### config.mk
export PLATFORM = sky130hd
export DESIGN_NAME = ansi_escape_stripper_core
export DESIGN_NICKNAME = d
export VERILOG_FILES = /design/src/ansi_pkg.sv /design/src/ansi_escape_stripper_core.sv /design/src/ansi_cfg_regs.sv /design/src/ansi_parser.sv /design/src/ansi_emitter.sv
export SDC_FILE = /design/constraint.sdc
export NUM_CORES = 1
export LEC_CHECK = 0
export BUFFER_PORTS_ARGS = -buffer_cell sky130_fd_sc_hd__buf_2
export CAP_MARGIN = 20
export CORE_MARGIN = 8
export CORE_UTILIZATION = 35
export CTS_BUF_LIST = sky130_fd_sc_hd__clkbuf_4 sky130_fd_sc_hd__clkbuf_8
export CTS_CLUSTER_DIAMETER = 40
export CTS_CLUSTER_SIZE = 28
export DETAILED_ROUTE_END_ITERATION = 16
export GPL_TIMING_DRIVEN = 0
export PLACE_DENSITY_LB_ADDON = 0.05
export SYNTH_ARGS = -nofsm -noshare
export SYNTH_HDL_FRONTEND = slang
export SYNTH_SLANG_ARGS = --single-unit
### constraint.sdc
create_clock -name clk -period 3 [get_ports clk]
set_input_delay 0.6 -clock clk [delete_from_list [all_inputs] [get_ports clk]]
set_output_delay 0.6 -clock clk [all_outputs]
set_load 0.05 [all_outputs]
### src/ansi_pkg.sv
`timescale 1ns / 1ps
`default_nettype none
// ansi_pkg: shared character codes, result kinds and the parser-to-emitter request.
// No dependencies.

package ansi_pkg;

    localparam logic [7:0] CH_BEL    = 8'h07;
    localparam logic [7:0] CH_BS     = 8'h08;
    localparam logic [7:0] CH_TAB    = 8'h09;
    localparam logic [7:0] CH_LF     = 8'h0A;
    localparam logic [7:0] CH_CR     = 8'h0D;
    localparam logic [7:0] CH_ESC    = 8'h1B;
    localparam logic [7:0] CH_SP     = 8'h20;
    localparam logic [7:0] CH_TILDE  = 8'h7E;
    localparam logic [7:0] FIN_LO    = 8'h40;
    localparam logic [7:0] FIN_HI    = 8'h7E;
    localparam logic [7:0] CH_LBRACK = 8'h5B;
    localparam logic [7:0] CH_RBRACK = 8'h5D;
    localparam logic [7:0] CH_P      = 8'h50;
    localparam logic [7:0] CH_BSLASH = 8'h5C;

    localparam int unsigned PADDR_W = 3;

    typedef enum logic [1:0] {
        RES_NONE,
        RES_SINGLE,
        RES_TRIPLE
    } res_kind_t;

    typedef struct packed {
        logic      load;
        res_kind_t kind;
        logic [7:0] data;
    } res_req_t;

endpackage

`default_nettype wire

### src/ansi_escape_stripper_core.sv
`timescale 1ns / 1ps
`default_nettype none
// ansi_escape_stripper_core: top level of the ANSI escape sequence stripper.
// Depends on ansi_pkg, ansi_cfg_regs, ansi_parser, ansi_emitter.
//
//  channel  | direction | handshake            | payload
//  ---------+-----------+----------------------+----------------------
//  input    | in        | in_valid / in_stall  | in_byte, buffer_end
//  output   | out       | out_valid / out_stall| out_byte, run_last
//  config   | in        | APB psel/penable     | expand_backspace @ 0x0
//
// One byte per cycle while the output keeps up; a transferred byte goes from the input
// hold register to the output register. An expanded backspace holds the output register
// for three transfers, so the next emitting byte waits for them plus any output stalls.
// Bytes that emit nothing never wait on the output. Reset clears the parser
// to normal text mode and sets expand_backspace.

module ansi_escape_stripper_core
    import ansi_pkg::*;
(
    input  wire logic               clk,
    input  wire logic               rst_n,
    input  wire logic               in_valid,
    output logic                    in_stall,
    input  wire logic [7:0]         in_byte,
    input  wire logic               buffer_end,
    output logic                    out_valid,
    input  wire logic               out_stall,
    output logic [7:0]              out_byte,
    output logic                    run_last,
    input  wire logic               psel,
    input  wire logic               penable,
    input  wire logic               pwrite,
    input  wire logic [PADDR_W-1:0] paddr,
    input  wire logic [31:0]        pwdata,
    output logic [31:0]             prdata,
    output logic                    pready
);

    logic     expand_backspace;
    logic     out_free;
    res_req_t req;

    ansi_cfg_regs u_cfg (
        .clk              (clk),
        .rst_n            (rst_n),
        .psel             (psel),
        .penable          (penable),
        .pwrite           (pwrite),
        .paddr            (paddr),
        .pwdata           (pwdata),
        .prdata           (prdata),
        .pready           (pready),
        .expand_backspace (expand_backspace)
    );

    ansi_parser u_parser (
        .clk              (clk),
        .rst_n            (rst_n),
        .in_valid         (in_valid),
        .in_byte          (in_byte),
        .buffer_end       (buffer_end),
        .in_stall         (in_stall),
        .expand_backspace (expand_backspace),
        .out_free         (out_free),
        .req              (req)
    );

    ansi_emitter u_emitter (
        .clk       (clk),
        .rst_n     (rst_n),
        .req       (req),
        .out_free  (out_free),
        .out_valid (out_valid),
        .out_byte  (out_byte),
        .run_last  (run_last),
        .out_stall (out_stall)
    );

    // input only waits on a busy output register
    a_stall_needs_output: assert property (@(posedge clk) disable iff (!rst_n)
        in_stall |-> out_valid)
        else $error("input stalled with empty output register");

    // only the expansion yields non-final results
    a_nonlast_is_bs_seq: assert property (@(posedge clk) disable iff (!rst_n)
        (out_valid && !run_last) |-> (out_byte == CH_BS || out_byte == CH_SP))
        else $error("non-final result outside backspace expansion");

    // expansion keeps going after a non-final transfer
    a_seq_continues: assert property (@(posedge clk) disable iff (!rst_n)
        (out_valid && !run_last && !out_stall) |=> out_valid)
        else $error("backspace expansion cut short");

endmodule

`default_nettype wire

### src/ansi_cfg_regs.sv
`timescale 1ns / 1ps
`default_nettype none
// ansi_cfg_regs: APB register file holding expand_backspace.
// Depends on ansi_pkg.

module ansi_cfg_regs
    import ansi_pkg::*;
(
    input  wire logic               clk,
    input  wire logic               rst_n,
    input  wire logic               psel,
    input  wire logic               penable,
    input  wire logic               pwrite,
    input  wire logic [PADDR_W-1:0] paddr,
    input  wire logic [31:0]        pwdata,
    output logic [31:0]             prdata,
    output logic                    pready,
    output logic                    expand_backspace
);

    logic expand_reg;
    logic expand_next;
    logic wr_en;

    assign pready = 1'b1;
    assign wr_en  = psel && penable && pwrite && (paddr[PADDR_W-1] == 1'b0);

    always_comb
    begin
        expand_next = expand_reg;
        if (wr_en)
        begin
            expand_next = pwdata[0];
        end
    end

    always_ff @(posedge clk or negedge rst_n)
    begin
        if (!rst_n)
        begin
            expand_reg <= 1'b1;
        end
        else
        begin
            expand_reg <= expand_next;
        end
    end

    assign prdata           = (paddr[PADDR_W-1] == 1'b0) ? {31'b0, expand_reg} : 32'b0;
    assign expand_backspace = expand_reg;

endmodule

`default_nettype wire

### src/ansi_parser.sv
`timescale 1ns / 1ps
`default_nettype none
// ansi_parser: input register, escape-sequence state machine and result decode.
// Depends on ansi_pkg.

module ansi_parser
    import ansi_pkg::*;
(
    input  wire logic       clk,
    input  wire logic       rst_n,
    input  wire logic       in_valid,
    input  wire logic [7:0] in_byte,
    input  wire logic       buffer_end,
    output logic            in_stall,
    input  wire logic       expand_backspace,
    input  wire logic       out_free,
    output res_req_t        req
);

    localparam logic [2:0] MODE_NORMAL  = 3'd0;
    localparam logic [2:0] MODE_ESC     = 3'd1;
    localparam logic [2:0] MODE_SKIPFIN = 3'd2;
    localparam logic [2:0] MODE_OSC     = 3'd3;
    localparam logic [2:0] MODE_OSC_ESC = 3'd4;
    localparam logic [2:0] MODE_DCS     = 3'd5;
    localparam logic [2:0] MODE_DCS_ESC = 3'd6;

    logic       hold_valid_reg;
    logic       hold_valid_next;
    logic [7:0] hold_byte_reg;
    logic       hold_end_reg;
    logic [2:0] mode_reg;
    logic [2:0] mode_next;
    logic [2:0] mode_dec;
    res_kind_t  kind;
    logic       advance;
    logic       in_xfer;
    logic [7:0] b;

    assign b = hold_byte_reg;

    always_comb
    begin
        mode_dec = mode_reg;
        kind     = RES_NONE;
        unique case (mode_reg)
            MODE_NORMAL:
            begin
                if (b == CH_ESC)
                begin
                    mode_dec = MODE_ESC;
                end
                else if (b == CH_BS)
                begin
                    kind = expand_backspace ? RES_TRIPLE : RES_NONE;
                end
                else if (b == CH_TAB || b == CH_LF || b == CH_CR ||
                         (b >= CH_SP && b <= CH_TILDE))
                begin
                    kind = RES_SINGLE;
                end
            end
            MODE_ESC:
            begin
                if (b == CH_RBRACK)
                    mode_dec = MODE_OSC;
                else if (b == CH_P)
                    mode_dec = MODE_DCS;
                else
                    mode_dec = MODE_SKIPFIN;
            end
            MODE_SKIPFIN:
            begin
                if (b >= FIN_LO && b <= FIN_HI)
                    mode_dec = MODE_NORMAL;
            end
            MODE_OSC, MODE_OSC_ESC:
            begin
                if (mode_reg == MODE_OSC_ESC && b == CH_BSLASH)
                    mode_dec = MODE_NORMAL;
                else if (b == CH_BEL)
                    mode_dec = MODE_NORMAL;
                else if (b == CH_ESC)
                    mode_dec = MODE_OSC_ESC;
                else
                    mode_dec = MODE_OSC;
            end
            MODE_DCS, MODE_DCS_ESC:
            begin
                if (mode_reg == MODE_DCS_ESC && b == CH_BSLASH)
                    mode_dec = MODE_NORMAL;
                else if (b == CH_ESC)
                    mode_dec = MODE_DCS_ESC;
                else
                    mode_dec = MODE_DCS;
            end
            default:
            begin
                mode_dec = MODE_NORMAL;
            end
        endcase
        if (hold_end_reg)
        begin
            mode_dec = MODE_NORMAL;
        end
    end

    // bytes that emit nothing move on even while the output is busy
    assign advance  = hold_valid_reg && ((kind == RES_NONE) || out_free);
    assign in_stall = hold_valid_reg && !advance;
    assign in_xfer  = in_valid && !in_stall;

    always_comb
    begin
        hold_valid_next = hold_valid_reg;
        if (in_xfer)
            hold_valid_next = 1'b1;
        else if (advance)
            hold_valid_next = 1'b0;
        mode_next = advance ? mode_dec : mode_reg;
    end

    always_ff @(posedge clk or negedge rst_n)
    begin
        if (!rst_n)
        begin
            hold_valid_reg <= 1'b0;
            mode_reg       <= MODE_NORMAL;
        end
        else
        begin
            hold_valid_reg <= hold_valid_next;
            mode_reg       <= mode_next;
        end
    end

    always_ff @(posedge clk)
    begin
        if (in_xfer)
        begin
            hold_byte_reg <= in_byte;
            hold_end_reg  <= buffer_end;
        end
    end

    always_comb
    begin
        req.load = advance && (kind != RES_NONE);
        req.kind = kind;
        req.data = b;
    end

endmodule

`default_nettype wire

### src/ansi_emitter.sv
`timescale 1ns / 1ps
`default_nettype none
// ansi_emitter: result register; plays out BS SP BS for an expanded backspace.
// Depends on ansi_pkg.

module ansi_emitter
    import ansi_pkg::*;
(
    input  wire logic     clk,
    input  wire logic     rst_n,
    input  wire res_req_t req,
    output logic          out_free,
    output logic          out_valid,
    output logic [7:0]    out_byte,
    output logic          run_last,
    input  wire logic     out_stall
);

    logic       valid_reg;
    logic       valid_next;
    logic [1:0] rem_reg;
    logic [1:0] rem_next;
    logic [7:0] byte_reg;
    logic [7:0] byte_next;
    logic       last_reg;
    logic       last_next;
    logic       out_xfer;

    assign out_xfer = valid_reg && !out_stall;
    assign out_free = !valid_reg || (out_xfer && (rem_reg == 2'd0));

    always_comb
    begin
        valid_next = valid_reg;
        rem_next   = rem_reg;
        byte_next  = byte_reg;
        last_next  = last_reg;
        if (req.load)
        begin
            valid_next = 1'b1;
            if (req.kind == RES_TRIPLE)
            begin
                byte_next = CH_BS;
                last_next = 1'b0;
                rem_next  = 2'd2;
            end
            else
            begin
                byte_next = req.data;
                last_next = 1'b1;
                rem_next  = 2'd0;
            end
        end
        else if (out_xfer)
        begin
            if (rem_reg == 2'd0)
            begin
                valid_next = 1'b0;
            end
            else
            begin
                byte_next = (rem_reg == 2'd2) ? CH_SP : CH_BS;
                last_next = (rem_reg == 2'd1);
                rem_next  = rem_reg - 2'd1;
            end
        end
    end

    always_ff @(posedge clk or negedge rst_n)
    begin
        if (!rst_n)
        begin
            valid_reg <= 1'b0;
            rem_reg   <= 2'd0;
        end
        else
        begin
            valid_reg <= valid_next;
            rem_reg   <= rem_next;
        end
    end

    always_ff @(posedge clk)
    begin
        byte_reg <= byte_next;
        last_reg <= last_next;
    end

    assign out_valid = valid_reg;
    assign out_byte  = byte_reg;
    assign run_last  = last_reg;

endmodule

`default_nettype wire

==> results.tsv <==
metric	value	unit
worst hold margin	163	ps
status	finished clean	
FF+latch count, synth	26	
leakage	1.02	nW
setup skew after layout	4.10	ps
Min-Delay Path Class	input port to asynchronous set/reset pin	
power density over the cells	699	mW/mm2
initial antenna violation count	0	
FF+latch area	742	um2
mux cell area share after synthesis	1.97	%
Vias	1275	
CTS Buf Count	3	
critical path arrival	2200	ps
gr ovfl total	0	
min cycle time layout	2800	ps
EDFF count, synth	18	
combinational family with the most area after synthesis	buffers and inverters	
async set-or-reset flop fraction in the synthesized netlist	30.8	%
core area	0.00472	mm2
Synth Flop Type	edfxtp_1	
ant diodes	0	
crit path kind	register to output pin	
max_cap viols	0	
Setup Viol. Count Final	0	
Cells after Synth	159	
simple-gate share of the synthesized area	16.7	%
Clock Tree Root	clkbuf_8	
multi-input logic area	791	um2
CTS Buffer Depth	2	
CTS tree	built	
fin. max-slew vios	0	
DR WL/cell	12.6	um
WP buf/inv	2	
first-pass GRT wire length	5910	um
I/O Pins	95	
total track usage	10.0	%
Cell variety after synth	57	
Fin Setup TNS	0	ps
syn avg cell area	10.8	um2
CP Launch Type	register	
Clock transition at path regs	90	ps
clk_lat worst skew	270	ps
Relative slew margins	39.2	%
layout cells sized above 1	39.5	%
Placement Cell Area	0.00206	mm2
WP data required	2400	ps
switch share	41.0	%
drt initial violations	41	
via/cell ratio	4.32	
Hold-fix buffers, CTS	0	
final worst-path cycle share	93.2	%
overall power	1.52	mW
Final Hold Vio Count	0	
NetSw	625	uW
nets@finish	283	
clock group share of total power	19.1	%
CP peak stage delay	500	ps
1st-pass router iterations	4	
vias in the first global route	1236	
Worst path top cell family by delay	compound AO/OA/AOI/OAI gates	
placement row count	25	
Critical path origin	u_parser.b[3]$_DFFE_PP_	
CP Cell Sequence	and4_1 -> buf_6 -> a211o_1 -> a211oi_4 -> o211a_1 -> clkbuf_4	
DR DRC count	0	
H-tree level count	1	
die height	86.0	um
Filler cells	457	
combinational share of power	45.8	%
reg2reg start	u_parser.b[4]$_DFFE_PP_	
routability cong.	0.761	
CTS Sinks	26	
adder and majority gate portion of the synthesized area	2.19	%
Post-Synthesis Cell Area	0.00172	mm2
post-detail-place hpwl	2970	um
Internal	898	uW
Reg power frac	35.1	%
PortBufs	29	
Routed WL	3710	um
sequential area share after synthesis	43.2	%
nature of the critical path endpoint	output pin	
post-synthesis xor/xnor area fraction	0.510	%
crit path max fanout	7	
Max rail drop VDD	0.249	mV
Die W	86.0	um
FMAX	0.358	GHz
worst-margin pin slew	909	ps
Finished Cell Area	0.00218	mm2
die area	0.00740	mm2
YS warnings	0	
Slowest cell on crit path	edfxtp_1	
largest net degree at the start of global routing	16	
Synth Area in Compound Gates	17.2	%
synth-to-layout area growth	26.9	%
remaining antenna violation count	0	
unrepaired setup endpoints after global routing	no	
Starting Density	36.3	%
==> metal layers <==
layer	global-route usage, %	vias up	wire, um
met3	2.58	4	247
met4	3.82	0	36
met2	17.8	40	1850
met1	11.1	578	1580
met5	0	-	0
li1	-	653	-
==> power by group through the flow <==
stage          Clock [mW]  Sequential [mW]  Combinational [mW]
6_report            0.292            0.534               0.697
5_1_grt             0.319            0.544               0.757
4_1_cts             0.308            0.535               0.687
3_5_place_dp            0            0.544               0.682
3_3_place_gp            0            0.543               0.682
2_1_floorplan           0            0.645               0.452
==> synth_stat cells, drive strengths merged, types with 2 or more instances <==
library cell | instances | area share, %
conb | 2 | 0.44
o221ai | 4 | 2.0
clkbuf | 3 | 0.73
nor2 | 4 | 0.87
mux2 | 3 | 2.0
nor3 | 3 | 0.87
ha | 3 | 2.2
and2 | 8 | 3.0
nor3b | 2 | 0.87
edfxtp | 18 | 31
a21o | 2 | 0.95
o22ai | 2 | 0.73
a211oi | 2 | 1.9
dfrtp | 7 | 10
nand4 | 2 | 0.73
o21ai | 3 | 0.87
nand2b | 3 | 1.1
buf | 34 | 15
nor2b | 3 | 1.1
a2111oi | 2 | 2.1
or3 | 2 | 0.80
nand3 | 3 | 0.87
inv | 8 | 1.7
nand2 | 5 | 1.1
a21oi | 7 | 2.0
==> through the flow <==
| step | util [%] | setup WS, ps | cells |
|---|---|---|---|
| floorplan | - | 468 | 190 |
| global placement | 43.7 | 279 | 286 |
| detailed placement | 43.7 | 258 | 286 |
| CTS | 45.4 | 7.44 | 291 |
| global route | 46.1 | 45.7 | 295 |
| finish | 46.1 | 204 | 295 |
==> area by class of cell <==
| type | instances | share of cell area, % |
|---|---|---|
| inverter | 8 | 1.38 |
| multi-input combinational | 119 | 36.3 |
| buffer | 37 | 12.6 |
| clock buffer | 3 | 1.90 |
| tap | 67 | 3.85 |
| sequential | 26 | 34.1 |
| clock inverter | 1 | 1.38 |
| timing repair buffer | 34 | 8.50 |
==> repair_timing <==
item | CTS | global route
setup buffers | 1 | 4
resized for setup | 1 | 1
pin swaps | 0 | 1
endpoints found under the setup margin | 1 | 1
==> cell families (layout without fill, tap and decap cells) <==
family / Yosys count / after routing
buf+inv: 45 / 83
simple gates: 44 / 44
compound gates: 35 / 35
flops: 26 / 26
fa+ha+maj: 3 / 3
mux: 3 / 3
other cells: 2 / 33
xor+xnor: 1 / 1
==> cell usage in the layout (no fill, tap or decap), types with 2 or more instances in the layout <==
cell      count
buf_4        37
conb_1       33
buf_2        28
edfxtp_1     18
inv_1         8
a21oi_1       7
and2_1        7
dfrtp_1       7
nand2_1       5
nor2_1        4
o221ai_1      4
nor2b_1       3
nand2b_1      3
o21ai_0       3
nand3_1       3
ha_1          3
clkbuf_8      3
buf_6         2
nor3b_1       2
clkbuf_1      2
nor3_1        2
nand4_1       2
mux2_1        2
o22ai_1       2
==> worst paths after layout <==
kind,cells after the start,slack [ps],to
max,6,200,in_stall
max in group asynchronous,1,2590,u_cfg.expand_backspace$_DFFE_PN1P_
max reg2reg,6,310,u_parser.hold_end_reg$_DFFE_PP_
min reg2reg,2,590,u_emitter.out_valid$_DFFE_PN0P_
min in group clk,1,500,u_parser.b[5]$_DFFE_PP_
min,1,160,u_emitter.out_valid$_DFFE_PN0P_
Note: power is estimated with default switching activity, not from simulation.
